**src/pmf_pkg.sv**
```systemverilog
// Shared types, constants and the microprogram of the pose motion filter.
// No dependencies; every other file refers to it by scoped names.
`default_nettype none

package pmf_pkg;

  localparam int POSITION_BITS_DEF = 24;
  localparam int TIME_BITS_DEF     = 48;
  localparam int QUAT_BITS_DEF     = 16;

  localparam int MAX_TIME_W  = 48;
  localparam int MAX_DIST_W  = 52;
  localparam int ANGLE_K_W   = 32;
  localparam int CFG_DATA_W  = 52;
  localparam int CFG_INDEX_W = 2;

  localparam logic [CFG_INDEX_W-1:0] CFG_MAX_TIME = 2'd0;
  localparam logic [CFG_INDEX_W-1:0] CFG_MAX_DIST = 2'd1;
  localparam logic [CFG_INDEX_W-1:0] CFG_ANGLE_K  = 2'd2;

  localparam logic [ANGLE_K_W-1:0] ANGLE_UNLIMITED = '1;

  // tan^2 limit is Q8.24
  localparam int ANGLE_FRAC_BITS = 24;

  localparam int PC_W       = 5;
  localparam int UCODE_LEN  = 30;
  localparam logic [PC_W-1:0] PC_FIN = PC_W'(UCODE_LEN - 1);

  typedef enum logic [4:0] {
    SRC_ZERO, SRC_DX, SRC_DY, SRC_DZ,
    SRC_QW, SRC_QX, SRC_QY, SRC_QZ,
    SRC_RW, SRC_RX, SRC_RY, SRC_RZ,
    SRC_MW, SRC_MX, SRC_MY, SRC_MZ,
    SRC_K, SRC_WLO, SRC_WHI
  } src_t;

  typedef enum logic [2:0] {
    ACC_HOLD, ACC_LOAD, ACC_ADD, ACC_SUB, ACC_ADD_HI
  } acc_op_t;

  typedef enum logic [3:0] {
    ST_NONE, ST_DIST, ST_CW, ST_CX, ST_CY, ST_CZ, ST_VSQ, ST_WSQ, ST_ANGLE
  } store_t;

  typedef enum logic [1:0] {
    JMP_NONE, JMP_SKIP, JMP_FIN
  } jump_t;

  typedef struct packed {
    src_t             src_a;
    src_t             src_b;
    acc_op_t          acc_op;
    store_t           store;
    jump_t            jump;
    logic [PC_W-1:0]  target;
  } uword_t;

  typedef struct packed {
    logic   load;
    logic   run;
    logic   fin;
    uword_t word;
  } ctl_t;

  typedef struct packed {
    logic skip;
    logic similar;
  } dp_status_t;

  function automatic uword_t mk(src_t a, src_t b, acc_op_t op, store_t st, jump_t j);
    uword_t w;
    w.src_a  = a;
    w.src_b  = b;
    w.acc_op = op;
    w.store  = st;
    w.jump   = j;
    w.target = PC_FIN;
    return w;
  endfunction

  // Multiply issues in a step; the accumulator consumes that product in the next step.
  function automatic uword_t ucode(logic [PC_W-1:0] pc);
    uword_t w;
    case (pc)
      5'd0:  w = mk(SRC_DX,   SRC_DX,   ACC_HOLD,   ST_NONE,  JMP_NONE);
      5'd1:  w = mk(SRC_DY,   SRC_DY,   ACC_LOAD,   ST_NONE,  JMP_NONE);
      5'd2:  w = mk(SRC_DZ,   SRC_DZ,   ACC_ADD,    ST_NONE,  JMP_NONE);
      5'd3:  w = mk(SRC_QW,   SRC_RW,   ACC_ADD,    ST_NONE,  JMP_NONE);
      5'd4:  w = mk(SRC_QX,   SRC_RX,   ACC_LOAD,   ST_DIST,  JMP_NONE);
      5'd5:  w = mk(SRC_QY,   SRC_RY,   ACC_ADD,    ST_NONE,  JMP_SKIP);
      5'd6:  w = mk(SRC_QZ,   SRC_RZ,   ACC_ADD,    ST_NONE,  JMP_NONE);
      5'd7:  w = mk(SRC_QW,   SRC_RX,   ACC_ADD,    ST_NONE,  JMP_NONE);
      5'd8:  w = mk(SRC_RW,   SRC_QX,   ACC_LOAD,   ST_CW,    JMP_NONE);
      5'd9:  w = mk(SRC_QY,   SRC_RZ,   ACC_SUB,    ST_NONE,  JMP_NONE);
      5'd10: w = mk(SRC_QZ,   SRC_RY,   ACC_SUB,    ST_NONE,  JMP_NONE);
      5'd11: w = mk(SRC_QW,   SRC_RY,   ACC_ADD,    ST_NONE,  JMP_NONE);
      5'd12: w = mk(SRC_RW,   SRC_QY,   ACC_LOAD,   ST_CX,    JMP_NONE);
      5'd13: w = mk(SRC_QZ,   SRC_RX,   ACC_SUB,    ST_NONE,  JMP_NONE);
      5'd14: w = mk(SRC_QX,   SRC_RZ,   ACC_SUB,    ST_NONE,  JMP_NONE);
      5'd15: w = mk(SRC_QW,   SRC_RZ,   ACC_ADD,    ST_NONE,  JMP_NONE);
      5'd16: w = mk(SRC_RW,   SRC_QZ,   ACC_LOAD,   ST_CY,    JMP_NONE);
      5'd17: w = mk(SRC_QX,   SRC_RY,   ACC_SUB,    ST_NONE,  JMP_NONE);
      5'd18: w = mk(SRC_QY,   SRC_RX,   ACC_SUB,    ST_NONE,  JMP_NONE);
      5'd19: w = mk(SRC_MX,   SRC_MX,   ACC_ADD,    ST_NONE,  JMP_NONE);
      5'd20: w = mk(SRC_MY,   SRC_MY,   ACC_LOAD,   ST_CZ,    JMP_NONE);
      5'd21: w = mk(SRC_MZ,   SRC_MZ,   ACC_ADD,    ST_NONE,  JMP_NONE);
      5'd22: w = mk(SRC_MW,   SRC_MW,   ACC_ADD,    ST_NONE,  JMP_NONE);
      5'd23: w = mk(SRC_ZERO, SRC_ZERO, ACC_LOAD,   ST_VSQ,   JMP_NONE);
      5'd24: w = mk(SRC_ZERO, SRC_ZERO, ACC_HOLD,   ST_WSQ,   JMP_NONE);
      5'd25: w = mk(SRC_K,    SRC_WLO,  ACC_HOLD,   ST_NONE,  JMP_NONE);
      5'd26: w = mk(SRC_K,    SRC_WHI,  ACC_LOAD,   ST_NONE,  JMP_NONE);
      5'd27: w = mk(SRC_ZERO, SRC_ZERO, ACC_ADD_HI, ST_NONE,  JMP_NONE);
      5'd28: w = mk(SRC_ZERO, SRC_ZERO, ACC_HOLD,   ST_ANGLE, JMP_NONE);
      5'd29: w = mk(SRC_ZERO, SRC_ZERO, ACC_HOLD,   ST_NONE,  JMP_FIN);
      default: w = mk(SRC_ZERO, SRC_ZERO, ACC_HOLD, ST_NONE,  JMP_FIN);
    endcase
    return w;
  endfunction

endpackage

`default_nettype wire

```
**src/pose_motion_filter_core.sv**
```systemverilog
// Top level of the pose motion filter: configuration registers, result register,
// sequencer and datapath. Depends on pmf_pkg, pmf_sequencer, pmf_datapath.
//
//  channel  | handshake                 | payload
//  ---------+---------------------------+------------------------------------------
//  pose     | pose_valid / pose_stall   | timestamp, pos_x/y/z, quat_w/x/y/z
//  result   | result_valid/result_stall | similar
//  config   | cfg_write                 | cfg_index, cfg_data
//
// A pose transfer starts the 30-step microprogram on one shared multiplier. result_valid
// rises at the end of the full program when the angle test runs, and after a jump to the
// final step when the reference, time or distance check already decides it or the angle
// is unlimited. pose_stall is high until then, so a new pose is taken only once the last
// one is finished. A waiting result does not block the next pose; only the final step
// waits while result_stall holds the previous result. rst is synchronous and clears the
// control state, the limit registers and the reference flag.
`default_nettype none

module pose_motion_filter_core #(
  parameter int POSITION_BITS = pmf_pkg::POSITION_BITS_DEF,
  parameter int TIME_BITS     = pmf_pkg::TIME_BITS_DEF,
  parameter int QUAT_BITS     = pmf_pkg::QUAT_BITS_DEF
) (
  input  wire logic                                clk,
  input  wire logic                                rst,
  input  wire logic                                cfg_write,
  input  wire logic [pmf_pkg::CFG_INDEX_W-1:0]     cfg_index,
  input  wire logic [pmf_pkg::CFG_DATA_W-1:0]      cfg_data,
  input  wire logic                                pose_valid,
  output logic                                     pose_stall,
  input  wire logic [TIME_BITS-1:0]                timestamp,
  input  wire logic signed [POSITION_BITS-1:0]     pos_x,
  input  wire logic signed [POSITION_BITS-1:0]     pos_y,
  input  wire logic signed [POSITION_BITS-1:0]     pos_z,
  input  wire logic signed [QUAT_BITS-1:0]         quat_w,
  input  wire logic signed [QUAT_BITS-1:0]         quat_x,
  input  wire logic signed [QUAT_BITS-1:0]         quat_y,
  input  wire logic signed [QUAT_BITS-1:0]         quat_z,
  output logic                                     result_valid,
  input  wire logic                                result_stall,
  output logic                                     similar
);

  logic [pmf_pkg::MAX_TIME_W-1:0] max_time;
  logic [pmf_pkg::MAX_DIST_W-1:0] max_dist;
  logic [pmf_pkg::ANGLE_K_W-1:0]  angle_k;

  pmf_pkg::ctl_t       ctl;
  pmf_pkg::dp_status_t status;
  logic                busy;
  logic                out_blocked;

  assign pose_stall  = busy;
  assign out_blocked = result_valid && result_stall;

  always_ff @(posedge clk) begin
    if (rst) begin
      max_time <= '0;
      max_dist <= '0;
      angle_k  <= '0;
    end else if (cfg_write) begin
      case (cfg_index)
        pmf_pkg::CFG_MAX_TIME: max_time <= cfg_data[pmf_pkg::MAX_TIME_W-1:0];
        pmf_pkg::CFG_MAX_DIST: max_dist <= cfg_data[pmf_pkg::MAX_DIST_W-1:0];
        pmf_pkg::CFG_ANGLE_K:  angle_k  <= cfg_data[pmf_pkg::ANGLE_K_W-1:0];
        default: ;
      endcase
    end
  end

  pmf_sequencer u_seq (
    .clk         (clk),
    .rst         (rst),
    .start       (pose_valid),
    .out_blocked (out_blocked),
    .status      (status),
    .ctl         (ctl),
    .busy        (busy)
  );

  pmf_datapath #(
    .POSITION_BITS (POSITION_BITS),
    .TIME_BITS     (TIME_BITS),
    .QUAT_BITS     (QUAT_BITS)
  ) u_dp (
    .clk       (clk),
    .rst       (rst),
    .ctl       (ctl),
    .max_time  (max_time),
    .max_dist  (max_dist),
    .angle_k   (angle_k),
    .timestamp (timestamp),
    .pos_x     (pos_x),
    .pos_y     (pos_y),
    .pos_z     (pos_z),
    .quat_w    (quat_w),
    .quat_x    (quat_x),
    .quat_y    (quat_y),
    .quat_z    (quat_z),
    .status    (status)
  );

  always_ff @(posedge clk) begin
    if (rst) begin
      result_valid <= 1'b0;
    end else if (ctl.fin) begin
      result_valid <= 1'b1;
    end else if (result_valid && !result_stall) begin
      result_valid <= 1'b0;
    end
  end

  always_ff @(posedge clk) begin
    if (ctl.fin) similar <= status.similar;
  end

  a_fin_result: assert property (@(posedge clk) disable iff (rst)
    ctl.fin |=> result_valid && (similar == $past(status.similar)))
    else $error("finished pose did not reach the result register");

endmodule

`default_nettype wire

```
**src/pmf_sequencer.sv**
```systemverilog
// Step counter and microprogram fetch for the pose motion filter.
// Depends on pmf_pkg (control word, program table).
`default_nettype none

module pmf_sequencer (
  input  wire logic               clk,
  input  wire logic               rst,
  input  wire logic               start,
  input  wire logic               out_blocked,
  input  wire pmf_pkg::dp_status_t status,
  output pmf_pkg::ctl_t           ctl,
  output logic                    busy
);

  logic [pmf_pkg::PC_W-1:0] pc;
  pmf_pkg::uword_t          word;
  logic                     load;
  logic                     fin;

  assign word = pmf_pkg::ucode(pc);
  assign load = start && !busy;
  assign fin  = busy && (word.jump == pmf_pkg::JMP_FIN) && !out_blocked;

  always_comb begin
    ctl.load = load;
    ctl.run  = busy;
    ctl.fin  = fin;
    ctl.word = word;
  end

  always_ff @(posedge clk) begin
    if (rst) begin
      busy <= 1'b0;
      pc   <= '0;
    end else if (load) begin
      busy <= 1'b1;
      pc   <= '0;
    end else if (busy) begin
      case (word.jump)
        pmf_pkg::JMP_FIN: begin
          if (!out_blocked) busy <= 1'b0;
        end
        pmf_pkg::JMP_SKIP: begin
          pc <= status.skip ? word.target : pc + 1'b1;
        end
        default: begin
          pc <= pc + 1'b1;
        end
      endcase
    end
  end

  a_load_starts: assert property (@(posedge clk) disable iff (rst)
    load |=> busy && (pc == '0))
    else $error("transfer did not start the program");

  a_pc_range: assert property (@(posedge clk) disable iff (rst)
    busy |-> (pc < pmf_pkg::PC_W'(pmf_pkg::UCODE_LEN)))
    else $error("step counter ran past the program");

  a_fin_ends: assert property (@(posedge clk) disable iff (rst)
    fin |=> !busy)
    else $error("sequencer still busy after final step");

endmodule

`default_nettype wire

```
**src/pmf_datapath.sv**
```systemverilog
// Datapath: held pose, reference pose, shared multiplier, accumulator, test flags.
// Depends on pmf_pkg (control word, source and store codes).
`default_nettype none

module pmf_datapath #(
  parameter int POSITION_BITS = pmf_pkg::POSITION_BITS_DEF,
  parameter int TIME_BITS     = pmf_pkg::TIME_BITS_DEF,
  parameter int QUAT_BITS     = pmf_pkg::QUAT_BITS_DEF
) (
  input  wire logic                               clk,
  input  wire logic                               rst,
  input  wire pmf_pkg::ctl_t                      ctl,
  input  wire logic [pmf_pkg::MAX_TIME_W-1:0]     max_time,
  input  wire logic [pmf_pkg::MAX_DIST_W-1:0]     max_dist,
  input  wire logic [pmf_pkg::ANGLE_K_W-1:0]      angle_k,
  input  wire logic [TIME_BITS-1:0]               timestamp,
  input  wire logic signed [POSITION_BITS-1:0]    pos_x,
  input  wire logic signed [POSITION_BITS-1:0]    pos_y,
  input  wire logic signed [POSITION_BITS-1:0]    pos_z,
  input  wire logic signed [QUAT_BITS-1:0]        quat_w,
  input  wire logic signed [QUAT_BITS-1:0]        quat_x,
  input  wire logic signed [QUAT_BITS-1:0]        quat_y,
  input  wire logic signed [QUAT_BITS-1:0]        quat_z,
  output pmf_pkg::dp_status_t                     status
);

  localparam int DW   = POSITION_BITS + 1;
  localparam int MW   = (DW > pmf_pkg::ANGLE_K_W + 1) ? DW : pmf_pkg::ANGLE_K_W + 1;
  localparam int PW   = 2 * MW;
  localparam int AW   = (PW + 2 > 2 * QUAT_BITS + 38) ? PW + 2 : 2 * QUAT_BITS + 38;
  localparam int CW   = 2 * QUAT_BITS + 2;
  localparam int RSW  = CW + 1;
  localparam int MAGW = QUAT_BITS + 2;
  localparam int SQW  = 2 * QUAT_BITS + 4;
  localparam int TCW  = (TIME_BITS > pmf_pkg::MAX_TIME_W) ? TIME_BITS : pmf_pkg::MAX_TIME_W;
  localparam logic [RSW-1:0] RND_HALF = RSW'(1) << (QUAT_BITS - 2);

  logic [TIME_BITS-1:0]            ts_h;
  logic signed [POSITION_BITS-1:0] pos_h [3];
  logic signed [DW-1:0]            diff  [3];
  logic signed [QUAT_BITS-1:0]     q_h   [4];
  logic                            have_ref;
  logic [TIME_BITS-1:0]            ref_time;
  logic signed [POSITION_BITS-1:0] ref_pos [3];
  logic signed [QUAT_BITS-1:0]     ref_rot [4];

  logic signed [MW-1:0] opa;
  logic signed [MW-1:0] opb;
  logic signed [PW-1:0] prod;
  logic signed [AW-1:0] acc;
  logic [MAGW-1:0]      mag [4];
  logic [SQW-1:0]       vsq;
  logic [SQW-1:0]       wsq;
  logic [63:0]          wsq64;
  logic                 dist_ok;
  logic                 angle_ok;

  logic [TIME_BITS-1:0] t_diff;
  logic                 time_ok;
  logic                 unlimited;
  logic signed [CW-1:0] c_in;
  logic [CW-1:0]        c_mag;
  logic [RSW-1:0]       rnd_sum;
  logic [MAGW-1:0]      mag_rnd;
  logic signed [AW-1:0] prod_ext;

  assign t_diff    = ts_h - ref_time;
  assign time_ok   = (ts_h < ref_time) || (TCW'(t_diff) <= TCW'(max_time));
  assign unlimited = (angle_k == pmf_pkg::ANGLE_UNLIMITED);
  assign wsq64     = 64'(wsq);

  assign c_in    = acc[CW-1:0];
  assign c_mag   = c_in[CW-1] ? $unsigned(-c_in) : $unsigned(c_in);
  assign rnd_sum = RSW'(c_mag) + RND_HALF;
  assign mag_rnd = rnd_sum[QUAT_BITS-1 +: MAGW];
  assign prod_ext = AW'(prod);

  assign status.skip    = !have_ref || !time_ok || !dist_ok || unlimited;
  assign status.similar = have_ref && time_ok && dist_ok && (unlimited || angle_ok);

  function automatic logic signed [MW-1:0] pick(
    pmf_pkg::src_t s,
    logic signed [DW-1:0] dx, logic signed [DW-1:0] dy, logic signed [DW-1:0] dz,
    logic signed [QUAT_BITS-1:0] qw, logic signed [QUAT_BITS-1:0] qx,
    logic signed [QUAT_BITS-1:0] qy, logic signed [QUAT_BITS-1:0] qz,
    logic signed [QUAT_BITS-1:0] rw, logic signed [QUAT_BITS-1:0] rx,
    logic signed [QUAT_BITS-1:0] ry, logic signed [QUAT_BITS-1:0] rz,
    logic [MAGW-1:0] mw, logic [MAGW-1:0] mx, logic [MAGW-1:0] my, logic [MAGW-1:0] mz,
    logic [pmf_pkg::ANGLE_K_W-1:0] k, logic [31:0] wlo, logic [31:0] whi
  );
    logic signed [MW-1:0] v;
    case (s)
      pmf_pkg::SRC_DX:  v = MW'(dx);
      pmf_pkg::SRC_DY:  v = MW'(dy);
      pmf_pkg::SRC_DZ:  v = MW'(dz);
      pmf_pkg::SRC_QW:  v = MW'(qw);
      pmf_pkg::SRC_QX:  v = MW'(qx);
      pmf_pkg::SRC_QY:  v = MW'(qy);
      pmf_pkg::SRC_QZ:  v = MW'(qz);
      pmf_pkg::SRC_RW:  v = MW'(rw);
      pmf_pkg::SRC_RX:  v = MW'(rx);
      pmf_pkg::SRC_RY:  v = MW'(ry);
      pmf_pkg::SRC_RZ:  v = MW'(rz);
      pmf_pkg::SRC_MW:  v = $signed(MW'(mw));
      pmf_pkg::SRC_MX:  v = $signed(MW'(mx));
      pmf_pkg::SRC_MY:  v = $signed(MW'(my));
      pmf_pkg::SRC_MZ:  v = $signed(MW'(mz));
      pmf_pkg::SRC_K:   v = $signed(MW'(k));
      pmf_pkg::SRC_WLO: v = $signed(MW'(wlo));
      pmf_pkg::SRC_WHI: v = $signed(MW'(whi));
      default:          v = '0;
    endcase
    return v;
  endfunction

  always_comb begin
    opa = pick(ctl.word.src_a, diff[0], diff[1], diff[2],
               q_h[0], q_h[1], q_h[2], q_h[3], ref_rot[0], ref_rot[1], ref_rot[2], ref_rot[3],
               mag[0], mag[1], mag[2], mag[3], angle_k, wsq64[31:0], wsq64[63:32]);
    opb = pick(ctl.word.src_b, diff[0], diff[1], diff[2],
               q_h[0], q_h[1], q_h[2], q_h[3], ref_rot[0], ref_rot[1], ref_rot[2], ref_rot[3],
               mag[0], mag[1], mag[2], mag[3], angle_k, wsq64[31:0], wsq64[63:32]);
  end

  always_ff @(posedge clk) begin
    prod <= opa * opb;
    if (ctl.load) begin
      ts_h     <= timestamp;
      pos_h[0] <= pos_x;
      pos_h[1] <= pos_y;
      pos_h[2] <= pos_z;
      diff[0]  <= DW'(pos_x) - DW'(ref_pos[0]);
      diff[1]  <= DW'(pos_y) - DW'(ref_pos[1]);
      diff[2]  <= DW'(pos_z) - DW'(ref_pos[2]);
      q_h[0]   <= quat_w;
      q_h[1]   <= quat_x;
      q_h[2]   <= quat_y;
      q_h[3]   <= quat_z;
    end
    if (ctl.run) begin
      case (ctl.word.acc_op)
        pmf_pkg::ACC_LOAD:   acc <= prod_ext;
        pmf_pkg::ACC_ADD:    acc <= acc + prod_ext;
        pmf_pkg::ACC_SUB:    acc <= acc - prod_ext;
        pmf_pkg::ACC_ADD_HI: acc <= acc + (prod_ext <<< 32);
        default:             acc <= acc;
      endcase
      case (ctl.word.store)
        pmf_pkg::ST_DIST:  dist_ok  <= $unsigned(acc) <= AW'(max_dist);
        pmf_pkg::ST_CW:    mag[0]   <= mag_rnd;
        pmf_pkg::ST_CX:    mag[1]   <= mag_rnd;
        pmf_pkg::ST_CY:    mag[2]   <= mag_rnd;
        pmf_pkg::ST_CZ:    mag[3]   <= mag_rnd;
        pmf_pkg::ST_VSQ:   vsq      <= acc[SQW-1:0];
        pmf_pkg::ST_WSQ:   wsq      <= acc[SQW-1:0];
        pmf_pkg::ST_ANGLE: angle_ok <=
          AW'({vsq, {pmf_pkg::ANGLE_FRAC_BITS{1'b0}}}) <= $unsigned(acc);
        default: ;
      endcase
    end
    if (ctl.fin && !status.similar) begin
      ref_time <= ts_h;
      ref_pos  <= pos_h;
      ref_rot  <= q_h;
    end
  end

  always_ff @(posedge clk) begin
    if (rst) begin
      have_ref <= 1'b0;
    end else if (ctl.fin && !status.similar) begin
      have_ref <= 1'b1;
    end
  end

  a_fin_sets_ref: assert property (@(posedge clk) disable iff (rst)
    ctl.fin |=> have_ref)
    else $error("reference not held after a finished pose");

  a_no_ref_not_similar: assert property (@(posedge clk) disable iff (rst)
    (ctl.fin && !have_ref) |-> !status.similar)
    else $error("first pose reported as similar");

endmodule

`default_nettype wire

```
**config.mk**
```make
export PLATFORM = sky130hd
export DESIGN_NAME = pose_motion_filter_core
export DESIGN_NICKNAME = d
export VERILOG_FILES = /design/src/pmf_pkg.sv /design/src/pose_motion_filter_core.sv /design/src/pmf_sequencer.sv /design/src/pmf_datapath.sv
export SDC_FILE = /design/constraint.sdc
export NUM_CORES = 2
export LEC_CHECK = 0
export ABC_AREA = 1
export BUFFER_PORTS_ARGS = -buffer_cell sky130_fd_sc_hd__clkbuf_2
export CAP_MARGIN = 20
export CELL_PAD_IN_SITES_DETAIL_PLACEMENT = 0
export CELL_PAD_IN_SITES_GLOBAL_PLACEMENT = 2
export CORE_ASPECT_RATIO = 1.5
export CORE_MARGIN = 2
export CORE_UTILIZATION = 40
export DETAILED_ROUTE_END_ITERATION = 10
export PLACE_DENSITY = 0.93
export SLEW_MARGIN = 5
export SYNTH_ARGS = -nofsm -noshare
export SYNTH_HDL_FRONTEND = slang
export SYNTH_SLANG_ARGS = --single-unit
```
**constraint.sdc**
```tcl
create_clock -name clk -period 31.4 [get_ports clk]
set_input_delay 4.71 -clock clk [delete_from_list [all_inputs] [get_ports clk]]
set_output_delay 4.71 -clock clk [all_outputs]
set_load 0.01 [all_outputs]
```
==> impl_metrics.env <==
export IMPL_crit_type="flop to flop"
export IMPL_grt_max_degree=139
export IMPL_arrival_ps=11760
export IMPL_die_w_um=392
export IMPL_ys_ff_latch=882
export IMPL_drt_first_pass_iters=7
export IMPL_drc_errors=0
export IMPL_max_slew_worst_pin_slew_ps=1150
export IMPL_clk_path_buf_depth=3
export IMPL_cts_buffers=90
export IMPL_layout_min_cycle_time_ps=11160
export IMPL_ys_seq_area_share_pct=26.8
export IMPL_fin_skew_ps=75.5
export IMPL_die_area_um2=230000
export IMPL_worstSkewPairLatency_ps=750
export IMPL_instances_no_fill=13800
export IMPL_layout_commonest_cell="inv_1"
export IMPL_gp_congestion=1.01
export IMPL_htreeDepth=3
export IMPL_placed_area_um2=95600
export IMPL_postRouteAntennaNets=0
export IMPL_num_rows=213
export IMPL_final_cell_area_um2=98800
export IMPL_critPathMaxStageDelay_ps=890
export IMPL_cts_hold_buf=0
export IMPL_syn_area_per_cell_um2=8.64
export IMPL_slowest_stage="clkinv_1"
export IMPL_max_freq_mhz=89.6
export IMPL_avgRoutedWirePerCell_um=27.5
export IMPL_final_cell_mix="inv_1 (2306), nand2_1 (1673), fa_1 (1151), nor2_1 (1139), edfxtp_1 (660)"
export IMPL_coreArea_um2=225000
export IMPL_cts_setup_buffers=0
export IMPL_cts_tree="done"
export IMPL_ys_flop_type="edfxtp_1"
export IMPL_setup_tns_ps=0
export IMPL_cp_end_kind="flop"
export IMPL_reg2reg_slack_ps=20240
export IMPL_viasPerCell=5.56
export IMPL_hold_viol=0
export IMPL_slew_viol_final=0
export IMPL_rsz0062_at_grt="false"
export IMPL_final_nets=12700
export IMPL_cts_num_sinks=882
export IMPL_synth_edff_count=660
export IMPL_grt_busiest_layer="met2"
export IMPL_syn_num_nets=12500
export IMPL_min_delay_path_class="flop to flop"
export IMPL_crit_required_ps=32000
export IMPL_syn_inst=10500
export IMPL_use_met1_pct=34.8
export IMPL_start_util_pct=40.3
export IMPL_yosysUniqueCellTypes=71
export IMPL_grt_pass1_wl_mm=544
export IMPL_cts_resized=0
export IMPL_io_pins=246
export IMPL_grt_use_met2_pct=57.0
export IMPL_finalSetupViolCount=0
export IMPL_hpwl_mm=307
export IMPL_grt_ovfl_total=0
export IMPL_crit_path_start_kind="flop"
export IMPL_netlist_area_um2=90500
export IMPL_grt_pass1_vias=81600
export IMPL_multi_input_area_um2=56400
export IMPL_seq_area_um2=24300
export IMPL_cap_violations=0
export IMPL_status="finished, final reports clean"
export IMPL_grt_use_total_pct=32.8
export IMPL_whs_ps=413
export IMPL_drt_total_wl_mm=379
export IMPL_met3_usage_pct=5.10
export IMPL_synth_warnings=0
export IMPL_syn_to_final_growth_pct=9.17
export IMPL_dp_cells=13600
export IMPL_die_h_um=587
export IMPL_async_flop_share_pct=0
export IMPL_via_count=76600
export IMPL_clkTransAtPathRegs_ps=70
export IMPL_path_max_fanout=28
export IMPL_slew_headroom_pct=23.3
export IMPL_drtIter0Drc=6453
export IMPL_port_buffers=245
export IMPL_fin_crit_sh_pct=35.5
export IMPL_nFillCells=22400
export IMPL_drive_gt1_share_pct=6.11
export IMPL_root_buffer="clkbuf_16"
export IMPL_antenna_found_initial=20
==> state kept, by name (all words and copies together) (netlist names), 5 cells and up <==
signal,count
u_dp.diff,75
u_dp.mag,72
u_dp.pos_h,72
u_dp.ref_pos,72
u_dp.acc,70
u_dp.prod,66
u_dp.q_h,64
u_dp.ref_rot,64
max_dist,52
max_time,48
u_dp.ref_time,48
u_dp.ts_h,48
u_dp.vsq,36
u_dp.wsq,36
angle_k,32
u_seq.word,16
u_seq.pc,5
==> path summary, 6_finish.rpt <==
check,from,endpoint,cells past startpoint
worst max-delay path,u_seq.word[19],u_dp.prod[50],35
worst max register to register,u_seq.word[19],u_dp.prod[50],35
worst min register to register,u_dp.pos_h[60],u_dp.ref_pos[60],0
worst min-delay path,u_dp.pos_h[60],u_dp.ref_pos[60],0
==> metrics by stage <==
stage,utilization (%),setup WS [ps]
6_report,44.0,20240
5_1_grt,44.0,19590
4_1_cts,44.0,20270
3_5_place_dp,42.5,20310
3_3_place_gp,42.5,20500
2_1_floorplan,-,13930
==> cells by family after synthesis <==
family / synth area share, %
DFF: 26.8
buffers and inverters: 11.0
xor gates and xnor gates: 3.03
adders and majority gates: 33.6
AOI/OAI and AO/OA: 10.4
and+or+nand+nor: 15.1
==> synth_stat cells, types with 36 or more instances <==
master,n,area [um2]
nor4_1,39,244
nand4_1,74,463
nand3_1,242,1210
a211oi_1,164,1230
o211ai_1,48,360
nor3_1,75,375
ha_1,589,7370
a221oi_1,71,622
o22ai_1,132,826
xor2_1,211,1850
clkbuf_1,211,792
o21ai_0,334,1670
a21oi_1,545,2730
inv_1,2312,8680
dfxtp_1,222,4440
nand2_1,1673,6280
a21o_1,36,270
a31oi_1,58,363
nor2_1,1151,4320
xnor2_1,102,893
fa_1,1151,23000
edfxtp_1,660,19800
buf_2,39,195
==> final cells by class <==
type	instances	share of cell area [%]
Antenna cell	15	0.0380
Clock buffer	123	2.69
Clock inverter	46	0.527
Inverter	2367	9.00
Multi-Input combinational cell	6960	57.1
Sequential cell	882	24.5
Tap cell	3010	3.81
Timing Repair Buffer	380	2.30
==> worst max-delay path: cells and delay by family (launching register included) <==
family | cells | cell delay, ps
buf+inv | 11 | 2460
simple gates | 10 | 2150
flops | 1 | 360
fa+ha+maj | 9 | 4500
compound gates | 4 | 1270
xor+xnor | 1 | 210
==> per-layer routing <==
layer  share of wire [%]  vias up  routed length (um)
li1                    -    33600                   -
met5               0.013        -                  48
met2                  49     3602              187000
met3                 6.6     1333               25100
met1                  34    38100              130000
met4                  10        6               38000
Power is not shown: default switching activity piles up to over one toggle a cycle in this logic, so the estimate is an artifact.
